**src/rtl/cspi_pkg.sv**
```systemverilog
// Shared types and constants for the clock sync PI supervisor.
// Used by cspi_servo_core and clock_sync_pi_supervisor_top; no dependencies.
package cspi_pkg;

  // Default number of fraction bits in the Q format gains.
  localparam int GAIN_FRAC_BITS_DEF = 24;

  // Integrator limit in units of 1e-7 and the one second reset threshold.
  localparam longint RATE_SCALE    = 64'd10000000;
  localparam longint ONE_SECOND_NS = 64'd1000000000;

  // Configuration register byte addresses.
  localparam logic [3:0] ADDR_MAX_OFFSET = 4'h0;
  localparam logic [3:0] ADDR_PROP_GAIN  = 4'h4;
  localparam logic [3:0] ADDR_INTEG_GAIN = 4'h8;
  localparam logic [3:0] ADDR_SCHED_EN   = 4'hC;

  // Supervisor state codes.
  localparam logic [1:0] MODE_DISABLED = 2'd0;
  localparam logic [1:0] MODE_ARMED    = 2'd1;
  localparam logic [1:0] MODE_RUNNING  = 2'd2;

  // Schedule command codes.
  localparam logic [1:0] CMD_NONE  = 2'd0;
  localparam logic [1:0] CMD_START = 2'd1;
  localparam logic [1:0] CMD_STOP  = 2'd2;

  // Input beat.
  typedef struct packed {
    logic signed [32:0] offset_ns;
    logic               before_start_time;
    logic               engine_running;
  } in_item_t;

  // Output beat.
  typedef struct packed {
    logic               reset_cmd;
    logic               rate_valid;
    logic signed [31:0] rate_adj;
    logic               offset_fault;
    logic [1:0]         sched_cmd;
    logic [1:0]         sched_state;
  } out_item_t;

  // Per-item decisions taken from the input beat before the state update.
  typedef struct packed {
    logic fault;
    logic far;
    logic in_half;
    logic pre_start;
    logic running;
  } step_flags_t;

  // Control results of the state update.
  typedef struct packed {
    logic       reset_cmd;
    logic       rate_valid;
    logic       offset_fault;
    logic [1:0] sched_cmd;
    logic [1:0] sched_state;
  } step_res_t;

endpackage

```
**src/rtl/cspi_servo_core.sv**
```systemverilog
// Servo state: integrator with clamp, pending reset flag and the schedule supervisor.
// Depends on cspi_pkg.
module cspi_servo_core
  import cspi_pkg::*;
#(
  parameter int GAIN_FRAC_BITS = GAIN_FRAC_BITS_DEF,
  localparam int INTEG_W = GAIN_FRAC_BITS + 26
) (
  input  logic                      clk,
  input  logic                      rst,
  input  logic                      step,
  input  step_flags_t               flags,
  input  logic signed [62:0]        integ_prod,
  input  logic                      sched_en,
  output step_res_t                 res,
  output logic signed [INTEG_W-1:0] integ_out
);

  localparam logic signed [63:0] ILIM = 64'(RATE_SCALE) <<< GAIN_FRAC_BITS;

  logic signed [INTEG_W-1:0] integrator;
  logic signed [INTEG_W-1:0] integrator_next;
  logic                      reset_pending;
  logic                      reset_pending_next;
  logic [1:0]                mode;
  logic [1:0]                mode_next;
  logic [1:0]                cmd;
  logic signed [INTEG_W-1:0] base;
  logic signed [63:0]        acc;

  // A pending reset clears the integrator before the step uses it.
  assign base = reset_pending ? '0 : integrator;
  assign acc  = 64'(base) + 64'(integ_prod);

  // Integrate and clamp on unfaulted steps.
  always_comb begin
    integrator_next = base;
    if (!flags.fault) begin
      if (acc > ILIM) begin
        integrator_next = INTEG_W'(ILIM);
      end else if (acc < -ILIM) begin
        integrator_next = INTEG_W'(-ILIM);
      end else begin
        integrator_next = acc[INTEG_W-1:0];
      end
    end
  end

  // A fault keeps the request and may raise it; a clean step clears it.
  assign reset_pending_next = flags.fault ? (reset_pending | flags.far) : 1'b0;

  // Schedule supervisor, run only on clean steps when enabled.
  always_comb begin
    mode_next = mode;
    cmd       = CMD_NONE;
    if (!flags.fault && sched_en) begin
      case (mode)
        MODE_ARMED: begin
          if (reset_pending) begin
            cmd       = CMD_STOP;
            mode_next = MODE_DISABLED;
          end else if (!flags.pre_start) begin
            mode_next = flags.running ? MODE_RUNNING : MODE_DISABLED;
          end
        end
        MODE_RUNNING: begin
          if (reset_pending) begin
            cmd       = CMD_STOP;
            mode_next = MODE_DISABLED;
          end else if (!flags.running) begin
            mode_next = MODE_DISABLED;
          end
        end
        default: begin
          mode_next = MODE_DISABLED;
          if (!reset_pending && flags.in_half) begin
            cmd       = CMD_START;
            mode_next = MODE_ARMED;
          end
        end
      endcase
    end
  end

  // Results of this step, registered by the caller.
  assign res.reset_cmd    = reset_pending;
  assign res.rate_valid   = !flags.fault;
  assign res.offset_fault = flags.fault;
  assign res.sched_cmd    = cmd;
  assign res.sched_state  = mode_next;
  assign integ_out        = integrator_next;

  // State registers advance once per item.
  always_ff @(posedge clk) begin
    if (rst) begin
      integrator    <= '0;
      reset_pending <= 1'b1;
      mode          <= MODE_DISABLED;
    end else if (step) begin
      integrator    <= integrator_next;
      reset_pending <= reset_pending_next;
      mode          <= mode_next;
    end
  end

endmodule

```
**config.mk**
```make
export PLATFORM = sky130hd
export DESIGN_NAME = cspi_servo_core
export DESIGN_NICKNAME = d
export VERILOG_FILES = /design/src/rtl/cspi_pkg.sv /design/src/rtl/cspi_servo_core.sv
export SDC_FILE = /design/constraint.sdc
export NUM_CORES = 1
export LEC_CHECK = 0
export BUFFER_PORTS_ARGS = -buffer_cell sky130_fd_sc_hd__buf_2
export CORE_AREA = 10 10 126 128
export DETAILED_ROUTE_END_ITERATION = 8
export DIE_AREA = 0 0 136 138
export PLACE_DENSITY = 0.9
export SYNTH_ARGS = -nofsm -noshare
export SYNTH_HDL_FRONTEND = slang
export SYNTH_SLANG_ARGS = --single-unit
```
**constraint.sdc**
```tcl
create_clock -name clk -period 16.6 [get_ports clk]
set_input_delay 4.15 -clock clk [delete_from_list [all_inputs] [get_ports clk]]
set_output_delay 4.15 -clock clk [all_outputs]
set_load 0.03 [all_outputs]
```
==> results of run 1 <==
## final timing paths
check	depth (start not counted)	start	slack, ns	endpoint
hold reg to reg	1	integrator[39]	0.46	integrator[39]
hold / removal	1	integrator[39]	0.46	integrator[39]
setup / recovery	16	integ_prod[14]	3.05	integ_out[25]
setup reg to reg	16	reset_pending	10.51	integrator[22]
## cell type report
| cell class | count | area share (%) |
|---|---|---|
| Clock buffer | 5 | 1.38 |
| Tap cell | 180 | 2.48 |
| Timing Repair Buffer | 133 | 7.48 |
| Multi-Input combinational cell | 1015 | 75.4 |
| Sequential cell | 53 | 11.7 |
| Inverter | 31 | 1.28 |
| Clock inverter | 3 | 0.290 |
## state kept, by name (all words and copies together), names as in the netlist
| name | count |
|---|---|
| integrator | 50 |
| mode | 2 |
| reset_pending | 1 |
## per-layer routing
layer  vias up  share of wire, %
met5         -                 0
met4         0               7.0
met3       146               9.7
met2       650                45
met1      4568                38
li1       4614                 -
## cells in the mapped netlist (5+ instances only)
cell,instances
nand2_1,113
a21oi_1,101
nor2_1,90
o21ai_0,78
ha_1,65
nor2b_1,55
dfxtp_1,53
clkbuf_1,47
a22o_1,43
a32o_1,43
nand4_1,40
nor3_1,32
inv_1,31
a21o_1,27
xnor2_1,25
and2_1,21
buf_2,20
a21boi_0,16
o211ai_1,16
nand2b_1,14
xor2_1,14
a211oi_1,13
or3_1,12
nand3_1,11
or2_2,11
a211o_1,10
o21ai_1,10
and3_1,9
nor4_1,8
o21a_1,8
o31ai_1,8
a31oi_1,7
and4_1,7
buf_6,7
o22ai_1,7
or4_1,6
mux2i_1,5
nor3b_1,5
o21bai_1,5
o32ai_1,5
## power by group through the flow
stage	Clock, mW	Combinational (mW)	Sequential [mW]
after floorplan	0	0.0929	0.134
after global placement	0	0.130	0.135
after detailed placement	0	0.132	0.135
after CTS	0.109	0.133	0.132
after global routing	0.114	0.147	0.132
final	0.110	0.137	0.132
## stage by stage
stage | instances | utilization [%] | power [mW] | area, sq um | setup WS [ns]
2_1_floorplan | 1178 | - | 0.227 | 8370 | 4.53
3_3_place_gp | 1412 | 66.0 | 0.264 | 8910 | 3.47
3_5_place_dp | 1412 | 66.0 | 0.266 | 8910 | 3.50
4_1_cts | 1420 | 67.1 | 0.373 | 9060 | 3.42
5_1_grt | 1420 | 67.1 | 0.393 | 9060 | 2.84
6_report | 1420 | 67.1 | 0.379 | 9060 | 3.05
## cell families (layout without fill, tap and decap cells)
| group | Yosys count | in the layout |
|---|---|---|
| DFF | 53 | 53 |
| AOI/OAI and AO/OA | 451 | 451 |
| xor gates and xnor gates | 39 | 39 |
| and+or+nand+nor | 454 | 454 |
| muxes | 5 | 5 |
| buffers and inverters | 110 | 172 |
| adders and majority gates | 66 | 66 |
==> impl_metrics.toml, run 1 <==
[detailed_routing]
dr.pass1.iters = 7
wl_per_cell_um = 21.5
drt-total-wl_um = 30500
num_vias = 9978
drc = 0
drtAntennaViolNets = 0
dr.first_iter.drc_count = 1238
vias_per_cell = 7.03

[place]
dp_hpwl_um = 24500
port_buffers = 128
gp_congestion = 1.07

[setup_path]
cp-start-kind = "input pin"
worst_setup_path_end_kind = "output port"
cp_slowest_cell = "o41ai_1"
crit_arrival_ns = 9.40
max_stage_delay_ns = 0.64
required_ns = 12.45
critPathBufInv = 3
critPathKind = "input pin to output port"
path_delay_family = "compound AO/OA/AOI/OAI gates"
cp_common_cell = "buf_2"
critPathMaxFanout = 60
critical_path.cell_chain = "buf_2 > ha_1 > a21oi_1 > o21ai_0 > o21bai_1 > nor3_1 > xnor2_1 > nor4_1 > nand4_1 > o41ai_1 > a211oi_1 > or3_1 > o22ai_4 > buf_4 > a22o_1 > buf_2"

[timing]
finalCritPeriodShare_pct = 81.6
tightest_slew_ns = 1.17
slew_headroom_pct = 22.0
slew_violations = 0
fin_crit_ns = 13.55
tns_ns = 0
fin_skew_ns = 0.00976
finalSetupViolCount = 0
worst_hold_slack_ns = 0.463
fmax_mhz = 73.8
hold_viol = 0
rsz0062_at_grt = "no"

[clocking]
cts_made_buffers = 5
cts-root-buf = "clkbuf_16"
clkSlewWorstSetupHoldPaths_ns = 0.07
cts_tree = "built"
cts.path.max_buffers = 2
ctsHoldBuffers = 0
cts_post_setup_buffers_inserted = 0
ctsHtreeMaxLevel = 2
cts_resized = 0
clock-sinks = 53
clock_latency_ns = 0.31

[power]
leakagePower_nw = 3.80
p_seq_share_pct = 34.8
cellPowerDensity_nw_per_um2 = 41.8
irDropWorstVdd_mv = 0.0453
combPwrFrac_pct = 36.1
p_sw_uw = 146
swShare_pct = 38.5
power.internal_uw = 233
p_clk_share_pct = 29.1

[grt]
met1_usage_pct = 36.4
antenna_found_initial = 0
met3_usage_pct = 5.83
grt-busiest-layer = "met2"
grt_pass1_wl_um = 48100
grt_util_all_layers_pct = 30.8
first_global_vias = 9299
grt_max_degree = 61
gr-total-overflow = 0
grtUsageMet2_pct = 49.4

[logic_synthesis]
ys.flop_type = "dfxtp_1"
syn_area_per_cell_sq_um = 7.10
yosys.cell_types.count = 85
yosysWarnings = 0
synthAdderAreaFrac_pct = 9.96
synth_xor_area_share_pct = 4.08
synth_top_family_by_area = "compound AO/OA/AOI/OAI gates"
synth-seq-cells = 53
synth_top_cell_by_area = "dfxtp_1"
synth_edf_count = 0
synthCells = 1178
seq_area_frac_synth_pct = 12.7
synth.area.top_cells = "dfxtp_1 13%, ha_1 9.7%, a21oi_1 6.0%, a32o_1 5.1%, nand2_1 5.1%"
yosysTopAreaCellShare_pct = 12.7
synthesis.nets = 1316
synthSimpleGateAreaFrac_pct = 28.3
postSynth.asyncResetShare_pct = 0
synthMuxAreaShare_pct = 0.598
netlist_area_sq_um = 8370
synth_compound_area_share_pct = 38.4

[floorplanning]
initial_core_util_pct = 62.0
core_sq_um = 13500
die_area_sq_um = 18800
die_y_um = 138
rows = 43
die_x_um = 136
ios = 129

[job]
drv_cap = 0

[final_layout]
regArea_sq_um = 1060
nets = 1377
syn_to_final_growth_pct = 8.30
drive_gt1_share_pct = 14.4
multi_input_area_sq_um = 6830
diodes = 0
layout_common_cells = "128 x buf_2, 113 x nand2_1, 100 x a21oi_1"
layout_commonest_cell = "buf_2"
n_fill_cell = 1228

[run_status]
outcome = "complete, no violations"

[hold_path]
hold_class = "register to register"
No activity file was read; power rests on OpenSTA's default activity.
==> run 2: changes to the inputs <==
- CORE_AREA: 10 10 126 128 -> 10 10 136 138
- DIE_AREA: 0 0 136 138 -> 0 0 146 148
- PLACE_DENSITY: 0.9 -> 0.81
- clock period: 16.6 -> 11.4 ns (I/O delays scaled with it)
==> run 2 against run 1 <==
Routed wire length is 2.1% higher; design area is 0.75% higher; utilization is 9.0 points lower; combinational power is 44% higher; largest power group unchanged; non-clock buffer count is 3 higher; sequential share of layout area is 0.087 points lower.
==> impl_metrics.toml, run 2 (synthesis results as in run 1) <==
[timing]
slew_headroom_pct = 21.4
worst_hold_slack_ns = 0.462
fin_skew_ns = 0.00908
fin_crit_ns = 10.81
hold_viol = 0
rsz0062_at_grt = "no"
slew_violations = 0
tightest_slew_ns = 1.18
finalCritPeriodShare_pct = 94.8
tns_ns = 0
fmax_mhz = 92.5
finalSetupViolCount = 0
worst_slack_ns = 0.592

[grt]
gr-total-overflow = 0
grt_max_degree = 61
first_global_vias = 9429
antenna_found_initial = 0
grt_pass1_wl_um = 49600
grt_util_all_layers_pct = 27.5

[setup_path]
cp-start-kind = "input pin"
required_ns = 8.55
crit_arrival_ns = 7.96
critPathKind = "input pin to output port"
worst_setup_path_end_kind = "output port"
critPathMaxFanout = 60

[final_layout]
top_regs = "integrator: 50 flops, mode: 2 flops, reset_pending: 1 flops"
drive_gt1_share_pct = 14.6
top_register = "integrator"
fin_util_pct = 58.1
layout_common_cells = "128 x buf_2, 113 x nand2_1, 100 x a21oi_1"
largest_reg_flops = 50
stdcell_count = 1459
layout_commonest_cell = "buf_2"
diodes = 0
nets = 1380
stdcell_area_sq_um = 9130
syn_to_final_growth_pct = 9.10

[clocking]
cts-root-buf = "clkbuf_16"
ctsHtreeMaxLevel = 2
cts_made_buffers = 5
cts_post_setup_buffers_inserted = 0
clock_latency_ns = 0.32
clock-sinks = 53
cts_resized = 0
clkSlewWorstSetupHoldPaths_ns = 0.08
cts.path.max_buffers = 2
cts_tree = "built"
ctsHoldBuffers = 0

[place]
post-place-ws_ns = 0.828
dp_cells = 1451
dpl_cell_area_sq_um = 8980
gp_congestion = 1.05
port_buffers = 128
dp_hpwl_um = 25600

[power]
irDropWorstVdd_mv = 0.0519
cellPowerDensity_nw_per_um2 = 60.7
fin_total_pwr_uw = 554
leakagePower_nw = 3.82

[detailed_routing]
drt-total-wl_um = 31100
wl_per_cell_um = 21.3
dr.first_iter.drc_count = 1056
dr.pass1.iters = 5
vias_per_cell = 6.70
num_vias = 9773
drc = 0
drtAntennaViolNets = 0

[floorplanning]
die_y_um = 148
initial_core_util_pct = 53.3
core_sq_um = 15700
die_x_um = 146
ios = 129
die_area_sq_um = 21600
rows = 46

[hold_path]
hold_class = "register to register"

[run_status]
outcome = "complete, no violations"

[job]
drv_cap = 0
run 2: cell count changes in the layout (fill, tap and decap cells not counted):
cell,before,now
buf_4,5,8
run 2: metal layers:
layer	wire length [um]	track usage, %	share of wire (%)	up-vias
met5	0	0	0	-
met4	1990	16.5	6.4	0
met3	2320	4.61	7.4	104
met2	14300	46.3	46	465
met1	12500	32.1	40	4574
li1	-	-	-	4630
run 2: final timing paths:
kind	from	to	slack, ns	depth (start not counted)
worst max-delay path	integ_prod[16]	integ_out[18]	0.59	16
worst min-delay path	integrator[34]	integrator[34]	0.46	2
worst max register to register	reset_pending	integrator[23]	5.26	16
worst min register to register	integrator[34]	integrator[34]	0.46	2
run 2: where the power goes:
part	switching (mW)	internal, mW
clock network	0.0801	0.0833
registers	0.00414	0.189
logic	0.130	0.0670
run 2: critical path, cell delays in order:
cell and delay (ns):
buf_2 0.10, ha_1 0.40, a21oi_1 0.26, o21ai_0 0.31, o21bai_1 0.28, nor3_1 0.55
xnor2_1 0.28, nor4_1 0.45, nand4_1 0.17, o41ai_1 0.50, a211oi_1 0.21, or3_1 0.45
o22ai_4 0.17, buf_4 0.50, a22o_1 0.22, buf_2 0.21
run 2: area by class of cell:
type / instances / area, sq um
clock buffers: 5 / 125
clock inverters: 3 / 26.3
fillers: 1524 / 6580
inverters: 31 / 116
multi-input cells: 1015 / 6830
flip-flops and latches: 53 / 1060
well taps: 216 / 270
repair buffers: 136 / 701
